File: config.mk
export PLATFORM = sky130hd
export DESIGN_NAME = reprogram_entry_gate_fsm
export DESIGN_NICKNAME = d
export VERILOG_FILES = /design/src/rtl/rprg_gate_pkg.sv /design/src/rtl/rprg_gate_cfg.sv /design/src/rtl/rprg_gate_core.sv /design/src/rtl/reprogram_entry_gate_fsm.sv
export SDC_FILE = /design/constraint.sdc
export NUM_CORES = 1
export LEC_CHECK = 0
export BUFFER_PORTS_ARGS = -buffer_cell sky130_fd_sc_hd__buf_2
export CORE_ASPECT_RATIO = 0.5
export CORE_UTILIZATION = 49
export DETAILED_ROUTE_END_ITERATION = 6
export HOLD_SLACK_MARGIN = 0.02
export PLACE_DENSITY = 0.74
export SLEW_MARGIN = 20
export SYNTH_ARGS = -nofsm -noshare
export SYNTH_HDL_FRONTEND = slang
export SYNTH_SLANG_ARGS = --single-unit
File: constraint.sdc
create_clock -name clk -period 8.1 [get_ports clk]
set_input_delay 2.025 -clock clk [delete_from_list [all_inputs] [get_ports clk]]
set_output_delay 2.025 -clock clk [all_outputs]
set_load 0.005 [all_outputs]
File: src/rtl/rprg_gate_pkg.sv
`default_nettype none
package rprg_gate_pkg;

	localparam int TIMER_WIDTH_DEF = 16;
	localparam int CFG_W           = 16;

	// function codes (s_tuser)
	localparam logic [1:0] FUNC_TICK   = 2'd0;
	localparam logic [1:0] FUNC_ACT    = 2'd1;
	localparam logic [1:0] FUNC_RUN    = 2'd2;
	localparam logic [1:0] FUNC_CANCEL = 2'd3;

	// status codes
	localparam logic [1:0] STS_OK      = 2'd0;
	localparam logic [1:0] STS_NOT_OK  = 2'd1;
	localparam logic [1:0] STS_PENDING = 2'd2;

	// error codes
	localparam logic [1:0] ERR_NONE  = 2'd0;
	localparam logic [1:0] ERR_VOLT  = 2'd1;
	localparam logic [1:0] ERR_SPEED = 2'd2;
	localparam logic [1:0] ERR_COND  = 2'd3;

	// register indexes (paddr[3:2])
	localparam logic [1:0] REG_RUN_DELAY = 2'd0;
	localparam logic [1:0] REG_SPEED_MIN = 2'd1;
	localparam logic [1:0] REG_SPEED_UNK = 2'd2;
	localparam logic [1:0] REG_ACT_DELAY = 2'd3;

	// register reset values
	localparam logic [CFG_W-1:0] RUN_DELAY_RST = 16'd100;
	localparam logic [CFG_W-1:0] SPEED_MIN_RST = 16'd500;
	localparam logic [CFG_W-1:0] SPEED_UNK_RST = 16'hFFFF;
	localparam logic [CFG_W-1:0] ACT_DELAY_RST = 16'd20;

	typedef enum logic [5:0] {
		ST_PRE_RUN   = 6'b000001,
		ST_REQ_ACT   = 6'b000010,
		ST_RDY_ACT   = 6'b000100,
		ST_VOL_INACT = 6'b001000,
		ST_SP_INACT  = 6'b010000,
		ST_INACT     = 6'b100000
	} ctrl_state_t;

	typedef struct packed {
		logic [CFG_W-1:0] run_delay;
		logic [CFG_W-1:0] speed_min;
		logic [CFG_W-1:0] speed_unk;
		logic [CFG_W-1:0] act_delay;
	} cfg_t;

	typedef struct packed {
		logic [1:0]  func;
		logic        check_ok;
		logic [15:0] speed;
		logic        reprog_enable;
	} item_t;

	typedef struct packed {
		logic [1:0]  status;
		logic [1:0]  error_code;
		logic        prep_report;
		logic [15:0] prep_count;
		logic        cancel_notice;
		logic        reset_request;
	} result_t;

endpackage
`default_nettype wire

File: src/rtl/rprg_gate_cfg.sv
`default_nettype none
module rprg_gate_cfg (
	input  wire logic                 clk,
	input  wire logic                 arst_n,
	input  wire logic                 psel,
	input  wire logic                 penable,
	input  wire logic                 pwrite,
	input  wire logic [3:0]           paddr,
	input  wire logic [31:0]          pwdata,
	output logic      [31:0]          prdata,
	output logic                      pready,
	output rprg_gate_pkg::cfg_t       cfg
);
	import rprg_gate_pkg::*;

	cfg_t       cfg_q;
	logic       wr_en;
	logic [1:0] idx;

	assign pready = 1'b1;
	assign wr_en  = psel & penable & pwrite & pready;
	assign idx    = paddr[3:2];
	assign cfg    = cfg_q;

	always_ff @(posedge clk or negedge arst_n) begin
		if (!arst_n) begin
			cfg_q.run_delay <= RUN_DELAY_RST;
			cfg_q.speed_min <= SPEED_MIN_RST;
			cfg_q.speed_unk <= SPEED_UNK_RST;
			cfg_q.act_delay <= ACT_DELAY_RST;
		end else if (wr_en) begin
			unique case (idx)
				REG_RUN_DELAY: cfg_q.run_delay <= pwdata[CFG_W-1:0];
				REG_SPEED_MIN: cfg_q.speed_min <= pwdata[CFG_W-1:0];
				REG_SPEED_UNK: cfg_q.speed_unk <= pwdata[CFG_W-1:0];
				REG_ACT_DELAY: cfg_q.act_delay <= pwdata[CFG_W-1:0];
				default:       cfg_q <= cfg_q;
			endcase
		end
	end

	always_comb begin
		unique case (idx)
			REG_RUN_DELAY: prdata = 32'(cfg_q.run_delay);
			REG_SPEED_MIN: prdata = 32'(cfg_q.speed_min);
			REG_SPEED_UNK: prdata = 32'(cfg_q.speed_unk);
			REG_ACT_DELAY: prdata = 32'(cfg_q.act_delay);
			default:       prdata = '0;
		endcase
	end

endmodule
`default_nettype wire

File: src/rtl/rprg_gate_core.sv
`default_nettype none
module rprg_gate_core #(
	parameter int TIMER_WIDTH = rprg_gate_pkg::TIMER_WIDTH_DEF
) (
	input  wire logic                 clk,
	input  wire logic                 arst_n,
	input  wire logic                 commit,
	input  wire rprg_gate_pkg::item_t item,
	input  wire rprg_gate_pkg::cfg_t  cfg,
	output rprg_gate_pkg::result_t    res
);
	import rprg_gate_pkg::*;

	// compare width covers both the timers and the 16-bit registers
	localparam int CW = (TIMER_WIDTH > CFG_W) ? TIMER_WIDTH : CFG_W;
	localparam logic [TIMER_WIDTH-1:0] TMAX = '1;
	localparam logic [TIMER_WIDTH-1:0] TONE = TIMER_WIDTH'(1);

	ctrl_state_t            cs_q, cs_nx;
	logic [TIMER_WIDTH-1:0] prep_q, prep_nx, prep_tk;
	logic [TIMER_WIDTH-1:0] sot_q, sot_nx, sot_tk;
	logic [CW-1:0]          run_x, act_x;
	logic                   speed_hi, sot_bad;

	assign run_x = CW'(cfg.run_delay);
	assign act_x = CW'(cfg.act_delay);

	assign speed_hi = (item.speed > cfg.speed_min) && (item.speed < cfg.speed_unk);

	// low-speed timer: all ones = stopped, then counts up and parks at act delay
	always_comb begin
		if (speed_hi)
			sot_tk = TMAX;
		else if (sot_q == TMAX)
			sot_tk = '0;
		else if (CW'(sot_q) >= act_x)
			sot_tk = TIMER_WIDTH'(act_x);
		else
			sot_tk = sot_q + TONE;
	end

	assign sot_bad = (sot_tk == TMAX) || (CW'(sot_tk) < act_x);

	// preparation timer restarts when leaving activation-requested
	always_comb begin
		if (cs_q == ST_REQ_ACT)
			prep_tk = '0;
		else if (prep_q != TMAX)
			prep_tk = prep_q + TONE;
		else
			prep_tk = prep_q;
	end

	always_comb begin
		cs_nx   = cs_q;
		prep_nx = prep_q;
		sot_nx  = sot_q;
		res     = '0;
		case (item.func)
			FUNC_TICK: begin
				sot_nx  = sot_tk;
				prep_nx = prep_tk;
				if (!item.reprog_enable) begin
					cs_nx   = ST_VOL_INACT;
					prep_nx = TMAX;
				end else if (sot_bad) begin
					cs_nx   = ST_SP_INACT;
					prep_nx = TMAX;
				end else begin
					unique case (cs_q) inside
						ST_PRE_RUN, ST_REQ_ACT: cs_nx = ST_PRE_RUN;
						ST_RDY_ACT, ST_VOL_INACT, ST_SP_INACT, ST_INACT:
							cs_nx = ST_RDY_ACT;
						default: begin
							cs_nx   = ST_INACT;
							prep_nx = TMAX;
						end
					endcase
				end
				if (CW'(prep_nx) <= run_x) begin
					res.prep_report = 1'b1;
					res.prep_count  = 16'(prep_nx);
				end
			end
			FUNC_ACT: begin
				unique case (cs_q) inside
					ST_VOL_INACT: begin
						res.status     = STS_NOT_OK;
						res.error_code = ERR_VOLT;
					end
					ST_SP_INACT: begin
						res.status     = STS_NOT_OK;
						res.error_code = ERR_SPEED;
					end
					ST_RDY_ACT: begin
						if (item.check_ok)
							cs_nx = ST_REQ_ACT;
						else begin
							res.status     = STS_NOT_OK;
							res.error_code = ERR_COND;
						end
					end
					ST_PRE_RUN, ST_REQ_ACT: begin
						if (!item.check_ok) begin
							res.status     = STS_NOT_OK;
							res.error_code = ERR_COND;
						end
					end
					default: begin
						res.status     = STS_NOT_OK;
						res.error_code = ERR_COND;
					end
				endcase
			end
			FUNC_RUN: begin
				if (cs_q != ST_PRE_RUN && cs_q != ST_REQ_ACT)
					res.status = STS_NOT_OK;
				else if (CW'(prep_q) >= run_x)
					res.status = STS_OK;
				else
					res.status = STS_PENDING;
			end
			default: begin
				cs_nx             = ST_RDY_ACT;
				prep_nx           = TMAX;
				res.cancel_notice = 1'b1;
			end
		endcase
		res.reset_request = (cs_nx == ST_PRE_RUN) && (CW'(prep_nx) >= run_x);
	end

	always_ff @(posedge clk or negedge arst_n) begin
		if (!arst_n) begin
			cs_q   <= ST_RDY_ACT;
			prep_q <= TMAX;
			sot_q  <= TMAX;
		end else if (commit) begin
			cs_q   <= cs_nx;
			prep_q <= prep_nx;
			sot_q  <= sot_nx;
		end
	end

endmodule
`default_nettype wire

File: src/rtl/reprogram_entry_gate_fsm.sv
// Reprogramming entry gate: control machine plus low-speed and preparation timers.
// An accepted request passes the input reg, then the result reg, to result valid.
// 1 request per cycle while m_tready is high; a stalled result reg holds stage 1.
// Reset (arst_n low, async): state ready-to-activate, both timers all ones,
// registers at their defaults, both pipeline stages empty.
`default_nettype none
module reprogram_entry_gate_fsm #(
	parameter int TIMER_WIDTH = rprg_gate_pkg::TIMER_WIDTH_DEF
) (
	input  wire logic        clk,
	input  wire logic        arst_n,
	// request stream
	input  wire logic        s_tvalid,
	output logic             s_tready,
	input  wire logic [23:0] s_tdata,  // [0] check_ok, [16:1] speed, [17] reprog_enable
	input  wire logic [1:0]  s_tuser,  // [1:0] func
	// result stream
	output logic             m_tvalid,
	input  wire logic        m_tready,
	// [1:0] status, [3:2] error_code, [4] prep_report, [20:5] prep_count,
	// [21] cancel_notice, [22] reset_request
	output logic [23:0]      m_tdata,
	// configuration
	input  wire logic        psel,
	input  wire logic        penable,
	input  wire logic        pwrite,
	input  wire logic [3:0]  paddr,
	input  wire logic [31:0] pwdata,
	output logic [31:0]      prdata,
	output logic             pready
);
	import rprg_gate_pkg::*;

	cfg_t    cfg;
	item_t   item_s1;
	logic    valid_s1;
	result_t res_c, res_q;
	logic    out_valid_q;
	logic    adv;

	// stage 1 moves into the result register when that register is free or draining
	assign adv      = valid_s1 & (~out_valid_q | m_tready);
	assign s_tready = ~valid_s1 | adv;

	rprg_gate_cfg u_cfg (
		.clk     (clk),
		.arst_n  (arst_n),
		.psel    (psel),
		.penable (penable),
		.pwrite  (pwrite),
		.paddr   (paddr),
		.pwdata  (pwdata),
		.prdata  (prdata),
		.pready  (pready),
		.cfg     (cfg)
	);

	// state and timers change only when the item leaves stage 1
	rprg_gate_core #(
		.TIMER_WIDTH (TIMER_WIDTH)
	) u_core (
		.clk    (clk),
		.arst_n (arst_n),
		.commit (adv),
		.item   (item_s1),
		.cfg    (cfg),
		.res    (res_c)
	);

	always_ff @(posedge clk or negedge arst_n) begin
		if (!arst_n) begin
			valid_s1 <= 1'b0;
		end else if (s_tready) begin
			valid_s1 <= s_tvalid;
		end
	end

	always_ff @(posedge clk) begin
		if (s_tready && s_tvalid) begin
			item_s1.func          <= s_tuser;
			item_s1.check_ok      <= s_tdata[0];
			item_s1.speed         <= s_tdata[16:1];
			item_s1.reprog_enable <= s_tdata[17];
		end
	end

	always_ff @(posedge clk or negedge arst_n) begin
		if (!arst_n) begin
			out_valid_q <= 1'b0;
		end else if (~out_valid_q | m_tready) begin
			out_valid_q <= valid_s1;
		end
	end

	always_ff @(posedge clk) begin
		if (adv) begin
			res_q <= res_c;
		end
	end

	assign m_tvalid = out_valid_q;
	assign m_tdata  = {1'b0, res_q.reset_request, res_q.cancel_notice, res_q.prep_count,
		res_q.prep_report, res_q.error_code, res_q.status};

endmodule
`default_nettype wire

==> results by group <==
STA
  – Slew Limit Fails: 0
  – Count of final setup violators: 0
  – Headroom to the max-slew limit: 0.3339
  – Final min period: 7.385 ns
  – Fin crit share: 0.9117
  – Final Worst Setup Slack: 0.7150 ns
  – RSZ-0062 raised after global routing: false
  – Final Hold Viols: 0
  – WHS: ~0.52 ns
  – Setup TNS: 0 ns
  – Maximum clock frequency: 135.4 MHz
  – Slew @ Worst Pin: 0.9963 ns
  – Clk_skew: 0.01147 ns

Yosys
  – Ys Warns: 0
  – Synth area leaders: dfstp_2, ha_1, edfxtp_1
  – Post-synth EDFFs: 43
  – Post-Synthesis Cell Area: 0.01049 mm²
  – Yosys reg bits: around 150
  – Primary FF master, synth: dfstp_2
  – Async set or reset register ratio after synthesis: 0.7075
  – Post-Syn Area per Cell: 9.663 µm²
  – Synth cell count leaders: ha_1, nand2_1, o21ai_0, inv_1, dfstp_2
  – Synth top area share: 0.1502
  – Synthesized instance count: 1086
  – Register area share after synthesis: 0.3782
  – Post-synthesis cell type count: 68
  – Yosys top cell by area: dfstp_2

Detailed routing
  – Final ANT Viol Nets: 0
  – Drc violations: 0
  – Detailed router's first-iteration violation count: 867
  – Via count: 8751
  – First-pass DRT Iterations: 5
  – Drt wl/cell: between 15 and 20 µm
  – DR vias/cell: 6.124
  – Routed WL: 27950 µm

Worst setup path
  – Arr. time, crit path: 7.65 ns
  – Endpoint class of the critical path: flop
  – CP Class: flop to flop
  – Slowest CP cell: a2111oi_0
  – Crit start category: flop
  – Crit-path max FO: 34
  – Worst stage delay on the critical path: ~0.69 ns
  – Crit path required time: 8.37 ns

Global route
  – GRT overflow: 0
  – GR Util All Layers: 0.2607
  – Antenna violations before repair: 0
  – Largest net degree at the start of global routing: 56
  – First-pass GRT wire length: 44670 µm
  – Vias in the first global route: 8445

Die
  – Core box area: 0.02079 mm²
  – # rows: 37
  – Die area: 0.02204 mm²
  – Die width: approximately 210 µm
  – Starting density of the core: 0.5048
  – Die height: roughly 110 µm
  – I/O pins: 128

CTS
  – Reg clk slew, reported paths: 0.07 ns
  – Total CTS buffers: 17
  – Clock buffer depth: 2
  – Clock root buffer: clkbuf_16
  – Post-CTS sizing: 0
  – Setup Fix Bufs, Post-CTS: 0
  – CTS Sinks: between 100 and 150
  – CTS H-tree depth: 4
  – CTS tree: yes
  – Clock Latency Late Sink: 0.44 ns
  – Cts hold-fix bufs: 0

Final layout
  – Final Util: 0.5567
  – Area grow syn2layout: 10.27%
  – Number of diodes: 0
  – Fillers: approximately 1800
  – Final nets: approximately 1300
  – Share of cells above drive strength 1: 0.2327

Placed design
  – # port buffers: 85
  – HPWL Detailed: 21040 µm
  – Pre-CTS setup slack: between 0.9 and 1 ns
  – Routability cong.: approximately 0.93

Flow run
  – Maxcap violations: 0

Power and ir drop
  – Maximum vdd drop: 162.2 µV
  – Overall power: approximately 0.0039 W
  – Total power per unit cell area: around 330 mW/mm²
  – Pleak: roughly 5 nW

Worst hold path
  – Hold Crit Class: flop to flop

Run status
  – Outcome: complete, no violations
worst paths after layout:
path	from	slack [ns]	end	cells past startpoint
min reg2reg	u_cfg.cfg[36]$_DFFE_PN1P_	0.52	u_cfg.cfg[36]$_DFFE_PN1P_	2
min in group asynchronous	arst_n	1.64	u_cfg.cfg[12]$_DFFE_PN0P_	1
min	u_cfg.cfg[36]$_DFFE_PN1P_	0.52	u_cfg.cfg[36]$_DFFE_PN1P_	2
max reg2reg	u_core.sot_q[0]$_DFFE_PN1P_	0.72	m_tdata[19]$_SDFFCE_PN0P_	28
max in group asynchronous	arst_n	5.34	u_core.cs_q[4]$_DFFE_PN0P_	2
max	u_core.sot_q[0]$_DFFE_PN1P_	0.72	m_tdata[19]$_SDFFCE_PN0P_	28
layout make-up:
type                       instances  area [µm²]  share of cell area
clock inverter                    13       87.58            0.007569
sequential                       147        3969              0.3430
timing repair buffer              97       518.0             0.04477
clock buffer                      19       432.9             0.03741
multi-input combinational        803        5933              0.5128
inverter                          77       289.0             0.02498
tap                              273       341.6             0.02952
sequential cells by signal (all words and copies together) (netlist names):
register,count
u_cfg.cfg,64
u_core.prep_q,16
u_core.cs_q,6
m_tdata,23
item_s1,20
u_core.sot_q,16
m_tvalid,1
valid_s1,1
metrics by stage:
stage	area, µm²	cells
final	11570	1429
after global routing	11570	1429
after CTS	11570	1429
after detailed placement	11050	1397
after global placement	11050	1397
after floorplan	10550	1102
worst max-delay path, delay by kind of cell (launching register included):
kind	cells	cell delay (ns)
AOI/OAI and AO/OA	16	3.91
and+or+nand+nor	6	1.17
adders and majority gates	3	0.82
buffers and inverters	3	0.65
DFF	1	0.64
routing by layer:
metal,global-route usage,up-vias,share of wire
li1,-,4068,-
met1,0.3612,4284,0.45
met2,0.3919,338,0.45
met3,0.06019,61,0.071
met4,0.1103,0,0.029
met5,0,-,0
power by group:
part | total, W | switching, W | internal, W
sequential | 0.00130 | 0.000256 | 0.00104
clock | 0.000723 | 0.000333 | 0.000389
combinational | 0.00186 | 0.00109 | 0.000766
logic make-up (layout without fill, tap and decap cells):
| kind of cell | count (synthesis) | after routing | synth area share |
|---|---|---|---|
| flops | 147 | 147 | 0.3782 |
| xor+xnor | 24 | 24 | 0.02003 |
| buf+inv | 152 | 206 | 0.06331 |
| compound gates | 264 | 264 | 0.1629 |
| simple gates | 311 | 311 | 0.1448 |
| other cells | 2 | 18 | 0.0007157 |
| fa+ha+maj | 116 | 116 | 0.1383 |
| mux | 70 | 70 | 0.09181 |
cell usage in the layout (no fill, tap or decap), types with 43 or more instances in the layout:
| master | instances |
|---|---|
| a21oi_1 | 48 |
| buf_2 | 84 |
| dfrtp_1 | 44 |
| dfstp_2 | 60 |
| edfxtp_1 | 43 |
| ha_1 | 116 |
| inv_1 | 76 |
| mux2_2 | 50 |
| nand2_1 | 116 |
| nor2_1 | 43 |
| o21ai_0 | 85 |
Note: power is estimated with default switching activity, not from simulation.
